<file path="config.mk">
export PLATFORM = sky130hd
export DESIGN_NAME = osd_text_overlay_flat
export DESIGN_NICKNAME = d
export VERILOG_FILES = /design/src/osd_pkg.sv /design/src/osd_ifs.sv /design/src/osd_cfg.sv /design/src/osd_geom.sv /design/src/osd_cover.sv /design/src/osd_text_overlay.sv /design/src/flat_wrapper.sv
export SDC_FILE = /design/constraint.sdc
export NUM_CORES = 2
export LEC_CHECK = 0
export ABC_CLOCK_PERIOD_IN_PS = 6800
export BUFFER_PORTS_ARGS = -buffer_cell sky130_fd_sc_hd__buf_2
export CAP_MARGIN = 0
export CORE_UTILIZATION = 35
export CTS_CLUSTER_SIZE = 40
export DETAILED_ROUTE_END_ITERATION = 8
export SETUP_SLACK_MARGIN = 0.02
export SLEW_MARGIN = 20
export SYNTH_ARGS = -nofsm -noshare
export SYNTH_HDL_FRONTEND = slang
export SYNTH_SLANG_ARGS = --single-unit
</file>
<file path="constraint.sdc">
create_clock -name clock -period 6.8 [get_ports clock]
set_clock_uncertainty 0.15 [all_clocks]
set_input_delay 0.34 -clock clock [delete_from_list [all_inputs] [get_ports clock]]
set_output_delay 0.34 -clock clock [all_outputs]
set_load 0.03 [all_outputs]
</file>
<file path="src/osd_pkg.sv">
// Shared constants, types, font table and the font lookup function of the text overlay.
// No dependencies; every other file of the overlay but the macros header refers to it by scoped names.
`timescale 1ns / 1ps

package osd_pkg;

   localparam int MAX_CHARS   = 16;
   localparam int MAX_COORD   = 4096;
   localparam int NUM_LINES   = 2;

   localparam int COORD_W     = 12;
   localparam int LUMA_W      = 8;
   localparam int SCALE_W     = 4;
   localparam int CODE_W      = 4;
   localparam int TEXT_W      = 64;
   localparam int CSR_IDX_W   = 3;
   localparam int CSR_DATA_W  = 64;

   // Character x positions reach origin + 15 * 6 * 15, which needs 13 bits.
   localparam int CX_W        = 13;
   // Signed distance of a pixel from a character cell or a line top.
   localparam int DIFF_W      = 14;
   // Multiples 1..8 of the scale, at most 120.
   localparam int NUM_MULT    = 8;
   localparam int MULT_W      = 7;
   // Font dot index within a cell, 0..6.
   localparam int DIGIT_W     = 3;
   localparam int GLYPH_PITCH = 6;

   localparam int FONT_W      = 5;
   localparam int FONT_H      = 7;
   localparam int FONT_GLYPHS = 14;

   localparam logic [LUMA_W-1:0] LUMA_DOT = 8'd235;
   localparam logic [LUMA_W-1:0] LUMA_BOX = 8'd16;

   localparam logic [CODE_W-1:0] CODE_UNKNOWN = 4'd14;
   localparam logic [CODE_W-1:0] CODE_END     = 4'd15;

   localparam logic [COORD_W-1:0] ORIGIN_X_RESET     = 12'd24;
   localparam logic [COORD_W-1:0] ORIGIN_Y_RESET     = 12'd24;
   localparam logic [SCALE_W-1:0] GLYPH_SCALE_RESET  = 4'd3;
   localparam logic [COORD_W-1:0] LINE_SPACING_RESET = 12'd30;

   typedef enum logic [CSR_IDX_W-1:0] {
      CSR_ORIGIN_X     = 3'd0,
      CSR_ORIGIN_Y     = 3'd1,
      CSR_GLYPH_SCALE  = 3'd2,
      CSR_LINE_SPACING = 3'd3,
      CSR_TEXT_FIRST   = 3'd4,
      CSR_TEXT_SECOND  = 3'd5
   } csr_idx_type;

   // Rows of the 5x7 font, bit 4 is the leftmost dot. The last glyph is the space.
   localparam logic [FONT_W-1:0] FONT [FONT_GLYPHS][FONT_H] = '{
      '{5'h0E, 5'h11, 5'h13, 5'h15, 5'h19, 5'h11, 5'h0E},
      '{5'h04, 5'h0C, 5'h04, 5'h04, 5'h04, 5'h04, 5'h0E},
      '{5'h0E, 5'h11, 5'h01, 5'h02, 5'h04, 5'h08, 5'h1F},
      '{5'h1E, 5'h01, 5'h01, 5'h0E, 5'h01, 5'h01, 5'h1E},
      '{5'h02, 5'h06, 5'h0A, 5'h12, 5'h1F, 5'h02, 5'h02},
      '{5'h1F, 5'h10, 5'h10, 5'h1E, 5'h01, 5'h01, 5'h1E},
      '{5'h06, 5'h08, 5'h10, 5'h1E, 5'h11, 5'h11, 5'h0E},
      '{5'h1F, 5'h01, 5'h02, 5'h04, 5'h08, 5'h08, 5'h08},
      '{5'h0E, 5'h11, 5'h11, 5'h0E, 5'h11, 5'h11, 5'h0E},
      '{5'h0E, 5'h11, 5'h11, 5'h0F, 5'h01, 5'h02, 5'h0C},
      '{5'h04, 5'h04, 5'h1F, 5'h04, 5'h04, 5'h04, 5'h03},
      '{5'h06, 5'h08, 5'h08, 5'h1E, 5'h08, 5'h08, 5'h08},
      '{5'h00, 5'h1F, 5'h00, 5'h00, 5'h1F, 5'h00, 5'h00},
      '{5'h00, 5'h00, 5'h00, 5'h00, 5'h00, 5'h00, 5'h00}
   };

   function automatic logic [FONT_W-1:0] font_row(input logic [CODE_W-1:0] code,
                                                   input logic [DIGIT_W-1:0] row);
      logic [FONT_W-1:0] bits;
      bits = '0;
      if (code < FONT_GLYPHS && row < FONT_H) begin
         bits = FONT[code][row];
      end
      return bits;
   endfunction

   // Geometry derived from the configuration registers.
   typedef struct packed {
      logic [MAX_CHARS-1:0][CX_W-1:0]                 cx;
      logic [NUM_LINES-1:0][CX_W-1:0]                 top;
      logic [NUM_MULT-1:0][MULT_W-1:0]                mult;
      logic [SCALE_W-1:0]                             scale;
      logic [NUM_LINES-1:0][MAX_CHARS-1:0][CODE_W-1:0] code;
      logic [NUM_LINES-1:0][MAX_CHARS-1:0]            drawn;
   } geom_type;

   typedef struct packed {
      logic [COORD_W-1:0] col;
      logic [COORD_W-1:0] row;
      logic [LUMA_W-1:0]  luma;
   } pix_type;

   typedef struct packed {
      logic [MAX_CHARS-1:0][DIFF_W-1:0] dx;
      logic [NUM_LINES-1:0][DIFF_W-1:0] dy;
      logic                             in_frame;
      logic [LUMA_W-1:0]                luma;
   } diff_type;

   typedef struct packed {
      logic [MAX_CHARS-1:0]              col_box;
      logic [MAX_CHARS-1:0]              col_glyph;
      logic [MAX_CHARS-1:0][DIGIT_W-1:0] dc;
      logic [NUM_LINES-1:0]              row_box;
      logic [NUM_LINES-1:0]              row_glyph;
      logic [NUM_LINES-1:0][DIGIT_W-1:0] dr;
      logic                              in_frame;
      logic [LUMA_W-1:0]                 luma;
   } digit_type;

   typedef struct packed {
      logic [NUM_LINES-1:0][MAX_CHARS-1:0] box;
      logic [NUM_LINES-1:0][MAX_CHARS-1:0] dot;
      logic                                in_frame;
      logic [LUMA_W-1:0]                   luma;
   } cover_type;

endpackage

</file>
<file path="src/osd_ifs.sv">
// Channel interfaces of the text overlay: pixel words in, luma words out, register writes.
// Depends on osd_pkg for the field widths.
`timescale 1ns / 1ps

interface osd_req_if;
   logic                        valid;
   logic                        ready;
   logic [osd_pkg::COORD_W-1:0] pixel_col;
   logic [osd_pkg::COORD_W-1:0] pixel_row;
   logic [osd_pkg::LUMA_W-1:0]  luma_in;

   modport source (output valid, pixel_col, pixel_row, luma_in, input ready);
   modport sink   (input valid, pixel_col, pixel_row, luma_in, output ready);
endinterface

interface osd_rsp_if;
   logic                       valid;
   logic                       ready;
   logic [osd_pkg::LUMA_W-1:0] luma_out;

   modport source (output valid, luma_out, input ready);
   modport sink   (input valid, luma_out, output ready);
endinterface

interface osd_csr_if;
   logic                           valid;
   logic                           ready;
   logic [osd_pkg::CSR_IDX_W-1:0]  index;
   logic [osd_pkg::CSR_DATA_W-1:0] data;

   modport source (output valid, index, data, input ready);
   modport sink   (input valid, index, data, output ready);
endinterface

</file>
<file path="src/osd_cfg.sv">
// Configuration registers of the text overlay and the registered geometry derived from them.
// Depends on osd_pkg.
`timescale 1ns / 1ps

module osd_cfg (
   input  logic                           clock,
   input  logic                           reset,
   input  logic                           csr_valid,
   output logic                           csr_ready,
   input  logic [osd_pkg::CSR_IDX_W-1:0]  csr_index,
   input  logic [osd_pkg::CSR_DATA_W-1:0] csr_data,
   output osd_pkg::geom_type              geom
);

   localparam int CW = osd_pkg::CX_W;
   localparam int MW = osd_pkg::MULT_W;

   logic [osd_pkg::COORD_W-1:0] origin_x_ff;
   logic [osd_pkg::COORD_W-1:0] origin_y_ff;
   logic [osd_pkg::SCALE_W-1:0] glyph_scale_ff;
   logic [osd_pkg::COORD_W-1:0] line_spacing_ff;
   logic [osd_pkg::TEXT_W-1:0]  text_first_ff;
   logic [osd_pkg::TEXT_W-1:0]  text_second_ff;

   osd_pkg::geom_type geom_ff;
   osd_pkg::geom_type geom_in;

   assign csr_ready = !reset;

   always_ff @(posedge clock) begin
      if (reset) begin
         origin_x_ff     <= osd_pkg::ORIGIN_X_RESET;
         origin_y_ff     <= osd_pkg::ORIGIN_Y_RESET;
         glyph_scale_ff  <= osd_pkg::GLYPH_SCALE_RESET;
         line_spacing_ff <= osd_pkg::LINE_SPACING_RESET;
         text_first_ff   <= '1;
         text_second_ff  <= '1;
      end else if (csr_valid) begin
         unique case (csr_index)
            osd_pkg::CSR_ORIGIN_X:     origin_x_ff     <= csr_data[osd_pkg::COORD_W-1:0];
            osd_pkg::CSR_ORIGIN_Y:     origin_y_ff     <= csr_data[osd_pkg::COORD_W-1:0];
            osd_pkg::CSR_GLYPH_SCALE:  glyph_scale_ff  <= csr_data[osd_pkg::SCALE_W-1:0];
            osd_pkg::CSR_LINE_SPACING: line_spacing_ff <= csr_data[osd_pkg::COORD_W-1:0];
            osd_pkg::CSR_TEXT_FIRST:   text_first_ff   <= csr_data[osd_pkg::TEXT_W-1:0];
            osd_pkg::CSR_TEXT_SECOND:  text_second_ff  <= csr_data[osd_pkg::TEXT_W-1:0];
            default: ;
         endcase
      end
   end

   always_comb begin
      logic ended;
      geom_in        = '0;
      geom_in.scale  = glyph_scale_ff;
      geom_in.top[0] = CW'(origin_y_ff);
      geom_in.top[1] = CW'(origin_y_ff) + CW'(line_spacing_ff);
      for (int j = 0; j < osd_pkg::NUM_MULT; j++) begin
         geom_in.mult[j] = MW'(j + 1) * MW'(glyph_scale_ff);
      end
      for (int i = 0; i < osd_pkg::MAX_CHARS; i++) begin
         geom_in.cx[i] = CW'(origin_x_ff) + CW'(i * osd_pkg::GLYPH_PITCH) * CW'(glyph_scale_ff);
         geom_in.code[0][i] = text_first_ff[i*osd_pkg::CODE_W +: osd_pkg::CODE_W];
         geom_in.code[1][i] = text_second_ff[i*osd_pkg::CODE_W +: osd_pkg::CODE_W];
      end
      // A character is drawn when no end code stands at or before it and its code is not the unknown code.
      for (int l = 0; l < osd_pkg::NUM_LINES; l++) begin
         for (int i = 0; i < osd_pkg::MAX_CHARS; i++) begin
            ended = 1'b0;
            for (int j = 0; j <= i; j++) begin
               if (geom_in.code[l][j] == osd_pkg::CODE_END) begin
                  ended = 1'b1;
               end
            end
            geom_in.drawn[l][i] = !ended && (geom_in.code[l][i] != osd_pkg::CODE_UNKNOWN);
         end
      end
   end

   always_ff @(posedge clock) begin
      geom_ff <= geom_in;
   end

   assign geom = geom_ff;

endmodule

</file>
<file path="src/osd_geom.sv">
// Front half of the overlay pipeline: input register, cell offsets, and dot indexes by compare.
// Depends on osd_pkg and on the geometry from osd_cfg.
`timescale 1ns / 1ps

module osd_geom (
   input  logic                 clock,
   input  logic                 reset,
   input  logic                 in_valid,
   output logic                 in_ready,
   input  osd_pkg::pix_type     in_pix,
   input  osd_pkg::geom_type    geom,
   output logic                 out_valid,
   input  logic                 out_ready,
   output osd_pkg::digit_type   out_digit
);

   localparam int DW = osd_pkg::DIFF_W;
   localparam int GW = osd_pkg::DIGIT_W;

   logic valid0_ff, valid1_ff, valid2_ff;
   logic ready0, ready1, ready2;

   osd_pkg::pix_type   pix_ff;
   osd_pkg::diff_type  diff_ff;
   osd_pkg::diff_type  diff_in;
   osd_pkg::digit_type digit_ff;
   osd_pkg::digit_type digit_in;

   assign ready2   = !valid2_ff || out_ready;
   assign ready1   = !valid1_ff || ready2;
   assign ready0   = !valid0_ff || ready1;
   assign in_ready = ready0 && !reset;

   always_ff @(posedge clock) begin
      if (reset) begin
         valid0_ff <= 1'b0;
         valid1_ff <= 1'b0;
         valid2_ff <= 1'b0;
      end else begin
         if (ready0) valid0_ff <= in_valid;
         if (ready1) valid1_ff <= valid0_ff;
         if (ready2) valid2_ff <= valid1_ff;
      end
   end

   // Offsets of the pixel from every character cell and from both line tops.
   always_comb begin
      diff_in = '0;
      for (int i = 0; i < osd_pkg::MAX_CHARS; i++) begin
         diff_in.dx[i] = DW'(pix_ff.col) - DW'(geom.cx[i]);
      end
      for (int l = 0; l < osd_pkg::NUM_LINES; l++) begin
         diff_in.dy[l] = DW'(pix_ff.row) - DW'(geom.top[l]);
      end
      diff_in.in_frame = (pix_ff.col < osd_pkg::MAX_COORD) && (pix_ff.row < osd_pkg::MAX_COORD);
      diff_in.luma     = pix_ff.luma;
   end

   // The dot index is the count of scale multiples that the offset reaches.
   always_comb begin
      logic signed [DW-1:0] d;
      logic signed [DW-1:0] sx;
      logic signed [DW-1:0] m [osd_pkg::NUM_MULT];
      logic [GW-1:0]        cnt;
      digit_in = '0;
      sx = $signed(DW'(geom.scale));
      for (int j = 0; j < osd_pkg::NUM_MULT; j++) begin
         m[j] = $signed(DW'(geom.mult[j]));
      end
      for (int i = 0; i < osd_pkg::MAX_CHARS; i++) begin
         d = $signed(diff_ff.dx[i]);
         digit_in.col_box[i]   = (d >= -sx) && (d < m[5]);
         digit_in.col_glyph[i] = (d >= 0) && (d < m[4]);
         cnt = '0;
         for (int j = 0; j < 4; j++) begin
            if (d >= m[j]) cnt = cnt + GW'(1);
         end
         digit_in.dc[i] = cnt;
      end
      for (int l = 0; l < osd_pkg::NUM_LINES; l++) begin
         d = $signed(diff_ff.dy[l]);
         digit_in.row_box[l]   = (d >= -sx) && (d < m[7]);
         digit_in.row_glyph[l] = (d >= 0) && (d < m[6]);
         cnt = '0;
         for (int j = 0; j < 6; j++) begin
            if (d >= m[j]) cnt = cnt + GW'(1);
         end
         digit_in.dr[l] = cnt;
      end
      digit_in.in_frame = diff_ff.in_frame;
      digit_in.luma     = diff_ff.luma;
   end

   always_ff @(posedge clock) begin
      if (ready0) pix_ff   <= in_pix;
      if (ready1) diff_ff  <= diff_in;
      if (ready2) digit_ff <= digit_in;
   end

   assign out_valid = valid2_ff;
   assign out_digit = digit_ff;

endmodule

</file>
<file path="src/osd_cover.sv">
// Back half of the overlay pipeline: font lookup per character, last-character-wins
// resolution per line, line priority and the output register. Depends on osd_pkg.
`timescale 1ns / 1ps

module osd_cover (
   input  logic                       clock,
   input  logic                       reset,
   input  logic                       in_valid,
   output logic                       in_ready,
   input  osd_pkg::digit_type         in_digit,
   input  osd_pkg::geom_type          geom,
   output logic                       out_valid,
   input  logic                       out_ready,
   output logic [osd_pkg::LUMA_W-1:0] out_luma
);

   localparam int GW = osd_pkg::DIGIT_W;

   logic valid3_ff, valid4_ff;
   logic ready3, ready4;

   osd_pkg::cover_type          cover_ff;
   osd_pkg::cover_type          cover_in;
   logic [osd_pkg::LUMA_W-1:0]  luma_ff;
   logic [osd_pkg::LUMA_W-1:0]  luma_in;

   assign ready4   = !valid4_ff || out_ready;
   assign ready3   = !valid3_ff || ready4;
   assign in_ready = ready3;

   always_ff @(posedge clock) begin
      if (reset) begin
         valid3_ff <= 1'b0;
         valid4_ff <= 1'b0;
      end else begin
         if (ready3) valid3_ff <= in_valid;
         if (ready4) valid4_ff <= valid3_ff;
      end
   end

   always_comb begin
      logic [osd_pkg::FONT_W-1:0] bits;
      logic [GW-1:0]              sel;
      cover_in = '0;
      for (int l = 0; l < osd_pkg::NUM_LINES; l++) begin
         for (int i = 0; i < osd_pkg::MAX_CHARS; i++) begin
            bits = osd_pkg::font_row(geom.code[l][i], in_digit.dr[l]);
            sel  = GW'(osd_pkg::FONT_W - 1) - in_digit.dc[i];
            cover_in.box[l][i] = geom.drawn[l][i] && in_digit.col_box[i] &&
                                 in_digit.row_box[l];
            cover_in.dot[l][i] = geom.drawn[l][i] && in_digit.col_glyph[i] &&
                                 in_digit.row_glyph[l] && bits[sel];
         end
      end
      cover_in.in_frame = in_digit.in_frame;
      cover_in.luma     = in_digit.luma;
   end

   // Within a line the rightmost covering character decides, so a dot only counts
   // when no box of a later character covers the pixel as well.
   always_comb begin
      logic [osd_pkg::NUM_LINES-1:0] any_box;
      logic [osd_pkg::NUM_LINES-1:0] any_dot;
      logic [osd_pkg::MAX_CHARS-1:0] later;
      any_box = '0;
      any_dot = '0;
      for (int l = 0; l < osd_pkg::NUM_LINES; l++) begin
         any_box[l] = |cover_ff.box[l];
         for (int i = 0; i < osd_pkg::MAX_CHARS; i++) begin
            later = cover_ff.box[l] >> (i + 1);
            if (cover_ff.dot[l][i] && (later == '0)) any_dot[l] = 1'b1;
         end
      end
      priority if (!cover_ff.in_frame) begin
         luma_in = cover_ff.luma;
      end else if (any_box[1]) begin
         luma_in = any_dot[1] ? osd_pkg::LUMA_DOT : osd_pkg::LUMA_BOX;
      end else if (any_box[0]) begin
         luma_in = any_dot[0] ? osd_pkg::LUMA_DOT : osd_pkg::LUMA_BOX;
      end else begin
         luma_in = cover_ff.luma;
      end
   end

   always_ff @(posedge clock) begin
      if (ready3) cover_ff <= cover_in;
      if (ready4) luma_ff  <= luma_in;
   end

   assign out_valid = valid4_ff;
   assign out_luma  = luma_ff;

endmodule

</file>
<file path="src/osd_text_overlay.sv">
// Text overlay top level, from an accepted pixel word to its luma word.
// Throughput is one word per clock, set by the five register stages (input, offsets, dot
// indexes, font cover, output) that each hand over a word every cycle unless stalled.
// Reset is synchronous: it clears the stage valid bits and reloads the registers with their
// defaults; the derived geometry is registered and follows a register write in the cycle after it.
`timescale 1ns / 1ps

module osd_text_overlay (
   input  logic       clock,
   input  logic       reset,
   osd_req_if.sink    req_bus,
   osd_rsp_if.source  rsp_bus,
   osd_csr_if.sink    csr_bus
);

   // Geometry shared by both pipeline halves. The user must only change it while the pipeline is
   // empty, so every stage may look at the same copy; the block itself does not enforce it.
   osd_pkg::geom_type  geom;

   osd_pkg::pix_type   req_pix;
   osd_pkg::digit_type mid_digit;
   logic               mid_valid;
   logic               mid_ready;

   osd_cfg u_cfg (
      .clock     (clock),
      .reset     (reset),
      .csr_valid (csr_bus.valid),
      .csr_ready (csr_bus.ready),
      .csr_index (csr_bus.index),
      .csr_data  (csr_bus.data),
      .geom      (geom)
   );

   assign req_pix.col  = req_bus.pixel_col;
   assign req_pix.row  = req_bus.pixel_row;
   assign req_pix.luma = req_bus.luma_in;

   // First three stages: capture the word, take the offsets from every character
   // cell and line top, then turn them into box flags and font dot indexes.
   osd_geom u_geom (
      .clock     (clock),
      .reset     (reset),
      .in_valid  (req_bus.valid),
      .in_ready  (req_bus.ready),
      .in_pix    (req_pix),
      .geom      (geom),
      .out_valid (mid_valid),
      .out_ready (mid_ready),
      .out_digit (mid_digit)
   );

   // Last two stages: read the font for each character of each line, let the
   // rightmost character and then the second line win, and register the result.
   // The output register lets a new word enter while a finished one waits.
   osd_cover u_cover (
      .clock     (clock),
      .reset     (reset),
      .in_valid  (mid_valid),
      .in_ready  (mid_ready),
      .in_digit  (mid_digit),
      .geom      (geom),
      .out_valid (rsp_bus.valid),
      .out_ready (rsp_bus.ready),
      .out_luma  (rsp_bus.luma_out)
   );

endmodule

</file>
<file path="src/flat_wrapper.sv">
// flat-port wrapper written by rule: the top's interface ports become plain ports
module osd_text_overlay_flat 
  (clock, reset, req_bus_valid, req_bus_pixel_col, req_bus_pixel_row, req_bus_luma_in, req_bus_ready, rsp_bus_valid, rsp_bus_luma_out, rsp_bus_ready, csr_bus_valid, csr_bus_index, csr_bus_data, csr_bus_ready);
  osd_req_if req_bus_i ();
  osd_rsp_if rsp_bus_i ();
  osd_csr_if csr_bus_i ();
  input  logic clock;
  input  logic reset;
  input wire logic [$bits(req_bus_i.valid)-1:0] req_bus_valid;
  input wire logic [$bits(req_bus_i.pixel_col)-1:0] req_bus_pixel_col;
  input wire logic [$bits(req_bus_i.pixel_row)-1:0] req_bus_pixel_row;
  input wire logic [$bits(req_bus_i.luma_in)-1:0] req_bus_luma_in;
  output wire logic [$bits(req_bus_i.ready)-1:0] req_bus_ready;
  output wire logic [$bits(rsp_bus_i.valid)-1:0] rsp_bus_valid;
  output wire logic [$bits(rsp_bus_i.luma_out)-1:0] rsp_bus_luma_out;
  input wire logic [$bits(rsp_bus_i.ready)-1:0] rsp_bus_ready;
  input wire logic [$bits(csr_bus_i.valid)-1:0] csr_bus_valid;
  input wire logic [$bits(csr_bus_i.index)-1:0] csr_bus_index;
  input wire logic [$bits(csr_bus_i.data)-1:0] csr_bus_data;
  output wire logic [$bits(csr_bus_i.ready)-1:0] csr_bus_ready;
  assign req_bus_i.valid = req_bus_valid;
  assign req_bus_i.pixel_col = req_bus_pixel_col;
  assign req_bus_i.pixel_row = req_bus_pixel_row;
  assign req_bus_i.luma_in = req_bus_luma_in;
  assign req_bus_ready = req_bus_i.ready;
  assign rsp_bus_valid = rsp_bus_i.valid;
  assign rsp_bus_luma_out = rsp_bus_i.luma_out;
  assign rsp_bus_i.ready = rsp_bus_ready;
  assign csr_bus_i.valid = csr_bus_valid;
  assign csr_bus_i.index = csr_bus_index;
  assign csr_bus_i.data = csr_bus_data;
  assign csr_bus_ready = csr_bus_i.ready;
  osd_text_overlay u_core (.clock(clock), .reset(reset), .req_bus(req_bus_i), .rsp_bus(rsp_bus_i), .csr_bus(csr_bus_i));
endmodule
</file>
==> results.cfg <==
[timing]
fmax_mhz = 223
finalCritPeriodShare_pct = 66.1
rsz0062_at_grt = no
final_max_slew_viol_count = 0
hold_slack_ns = 0.0747
fin_ws_ns = 2.31
finalSetupViolCount = 0
worst_pin_slew_ns = 1.18
tns_ns = 0
hold_viol_final = 0
period_minus_slack_ns = 4.49
slew_headroom_pct = 21.5

[placement]
dpl_cell_area_um2 = 88000
place_congestion = 0.969
placed_cells = 13081
place_hpwl_um = 233000
port_buffers = 114
post-place-ws_ns = 2.39

[worst_hold_path]
worstHoldPathType = input port to register
min_path_cells = 2
hold_start = req_bus_pixel_row[1]
whs_endpoint = u_core.u_geom.pix_ff[9]$_DFFE_PN_

[floorplan]
fp.dieH_um = 493
start_util_pct = 35.3
die_w_um = 493
io_pins = 115
die-area_um2 = 243000
core-area_um2 = 239000
num_rows = 179

[worst_setup_path]
rr_endpoint = u_core.u_cfg.geom[322]$_DFF_P_
cp_max_fo = 11
slowest_delay_ns = 0.75
cp-start-kind = register
critPathKind = register to register
timing.rr.start = u_core.u_cfg.glyph_scale_ff[2]$_SDFFE_PP0P_
cp.required_ns = 7.32
r2r_setup_slack_ns = 2.31
cp-end-kind = register
path_cells = fa_1 -> inv_1 -> fa_1 -> inv_1 -> ha_1 -> a21o_1 -> a21oi_1 -> o21ai_0 -> a21oi_1 -> xnor2_1 -> ha_1 -> nand2_1 -> o21ai_0 -> nand3_1 -> xnor2_1
slowest_stage = dfxtp_1
arrival_ns = 5.01
rr_worst_depth = 15

[yosys]
synth_area_per_cell_um2 = 8.28
synth_flop_cell = dfxtp_1
synthSimpleGateAreaFrac_pct = 17.6
synth_seq_cells = 954
synthAdderAreaFrac_pct = 18.1
synth_edf_count = 419
yosysSeqAreaShare_pct = 27.6
synth_xor_area_share_pct = 3.74
yosysWarningCount = 0
synthMuxAreaShare_pct = 2.52
yosysMostFrequentCell = ha_1
yosys.area.top_type_share_pct = 17.5
synth_commonest_cells = ha_1, nand2_1, a21oi_1, o21ai_0, nor2_1
synth_top_family_by_area = compound AO/OA/AOI/OAI gates
synth-async-reset-ratio_pct = 0
synth-compound-area-share_pct = 25.0
synth_area_um2 = 84300
syn-num-nets = 11490
synthCells = 10182
synthTopCellsByArea = ha_1, edfxtp_1, dfxtp_1
synth_top_area_cell = ha_1
ys_types = 91

[clock_tree]
cts_resized = 0
clk_pin_slew_ns = 0.07
cts-buffers-inserted = 114
post-cts-setup-buffer-count = 0
clock-sinks = 954
h-tree-depth = 3
cts_tree = done
cts_root_buf = clkbuf_16
clockBufferDepth = 3
clk_latency_ns = 0.84

[drt]
firstDrtPassIters = 9
ant_nets = 0
routed_wl_um = 320000
num_vias = 80370
drc_errors = 1
viasPerCell = 5.99
drt-initial-drc-count = 8523
wl_per_cell_um = 23.8

[layout]
num-nets-final = 11451
multi_input_area_um2 = 56600
synthToLayoutAreaGrowth_pct = 10.3
post-route-util_pct = 39.0
final_area_um2 = 93000
drive_above_1_share_pct = 6.01
ff_latch_area_um2 = 23300
n_fill_cell = 24063
fin_cells = 13416

[global_routing]
grt_pass1_wl_um = 475000
gr-usage-all-layers_pct = 25.3
antenna_found_initial = 12
grt_overflow = 0
grt_max_degree = 151
grt_pass1_vias = 75996

[pwr]
leakagePower_nw = 39.9
ir_drop_mv = 0.252
powerDensity_nw_per_um2 = 290
p_total_mw = 27.0

[run_status]
violations = design-rule violations
status = complete, but fails checks

[flow_run]
cap_viol_max_count = 0
==> cell usage in the layout, fill, tap and decap left out, drive strengths merged, types with 155 or more instances in the layout <==
| cell type | n |
|---|---|
| a21oi | 842 |
| nand2b | 253 |
| nand2 | 952 |
| nor3 | 255 |
| nand3 | 325 |
| nor2 | 638 |
| nor2b | 247 |
| clkbuf | 155 |
| a21o | 187 |
| ha | 1178 |
| xnor2 | 248 |
| inv | 629 |
| buf | 263 |
| edfxtp | 419 |
| o21ai | 735 |
| dfxtp | 535 |
==> sequential cells by signal, indices dropped and copies added (netlist names), 4 cells and up <==
signal and count:
u_core.u_cfg.origin_y_ff 12, u_core.u_geom.out_digit 98, u_core.u_geom.diff_in 8, u_core.u_cfg.origin_x_ff 12, u_core.u_cfg.geom 362, u_core.u_cfg.glyph_scale_ff 4, u_core.u_cfg.text_second_ff 64, u_core.u_geom.pix_ff 24
u_core.u_cfg.text_first_ff 64, u_core.u_cover.cover_ff 72, u_core.u_cover.out_luma 8, u_core.u_cfg.line_spacing_ff 12, u_core.u_geom.diff_ff 209
==> metal layers <==
layer | track usage, % | wire (um) | part of all wire (%)
met5 | 0 | 26 | 0.0081
met4 | 13.3 | 17800 | 5.6
met3 | 4.35 | 26400 | 8.3
met2 | 40.1 | 142000 | 44
met1 | 32.7 | 134000 | 42
==> worst max-delay path by stage <==
stage,startpoint,end,slack (ns),cells past startpoint
floorplan,u_core.u_cover.out_valid$_SDFFE_PP0P_,u_core.u_geom.diff_ff[0]$_DFFE_PP_,1.05,4
global placement,u_core.u_cfg.glyph_scale_ff[1]$_SDFFE_PP1P_,u_core.u_cfg.geom[321]$_DFF_P_,2.42,14
detailed placement,u_core.u_cfg.geom[162]$_DFF_P_,u_core.u_geom.out_digit[13]$_DFFE_PP_,2.39,15
CTS,u_core.u_cfg.glyph_scale_ff[2]$_SDFFE_PP0P_,u_core.u_cfg.geom[322]$_DFF_P_,2.33,15
global route,u_core.u_cfg.glyph_scale_ff[2]$_SDFFE_PP0P_,u_core.u_cfg.geom[322]$_DFF_P_,2.08,15
finish,u_core.u_cfg.glyph_scale_ff[2]$_SDFFE_PP0P_,u_core.u_cfg.geom[322]$_DFF_P_,2.31,15
==> report_power, final <==
group          internal [mW]  total, mW  leakage (nW)  switching (mW)
registers               6.95       8.29          8.99            1.34
clock network           3.63       6.40          1.88            2.77
logic                   4.41       12.3          29.0            7.91
==> what timing repair did <==
action	in CTS	in global routing
endpoints found under the setup margin	0	0
hold endpoints to repair	210	0
hold buffers	112	0
==> worst max-delay path: cells and delay by family, from the launching register on <==
| kind | cells | cell delay [ns] |
|---|---|---|
| AND/OR/NAND/NOR | 2 | 0.21 |
| flip-flops | 1 | 0.75 |
| adder cells (fa/ha/maj) | 4 | 1.65 |
| XOR/XNOR | 2 | 0.29 |
| buffers and inverters | 2 | 0.28 |
| AO/OA/AOI/OAI | 5 | 0.99 |
==> layout make-up <==
type,count,area share (%)
Timing Repair Buffer,375,3.10
Inverter,632,2.56
Clock inverter,61,0.746
Sequential cell,954,25.0
Antenna cell,6,0.0161
Multi-Input combinational cell,8066,60.8
Tap cell,3167,4.26
Clock buffer,155,3.43
==> logic make-up after synthesis <==
| group | Yosys count |
|---|---|
| AO/OA/AOI/OAI | 3234 |
| AND/OR/NAND/NOR | 3101 |
| adder cells (fa/ha/maj) | 1204 |
| buffers and inverters | 1162 |
| flip-flops | 954 |
| XOR/XNOR | 360 |
| multiplexers | 167 |
No activity file was read; power rests on OpenSTA's default activity.
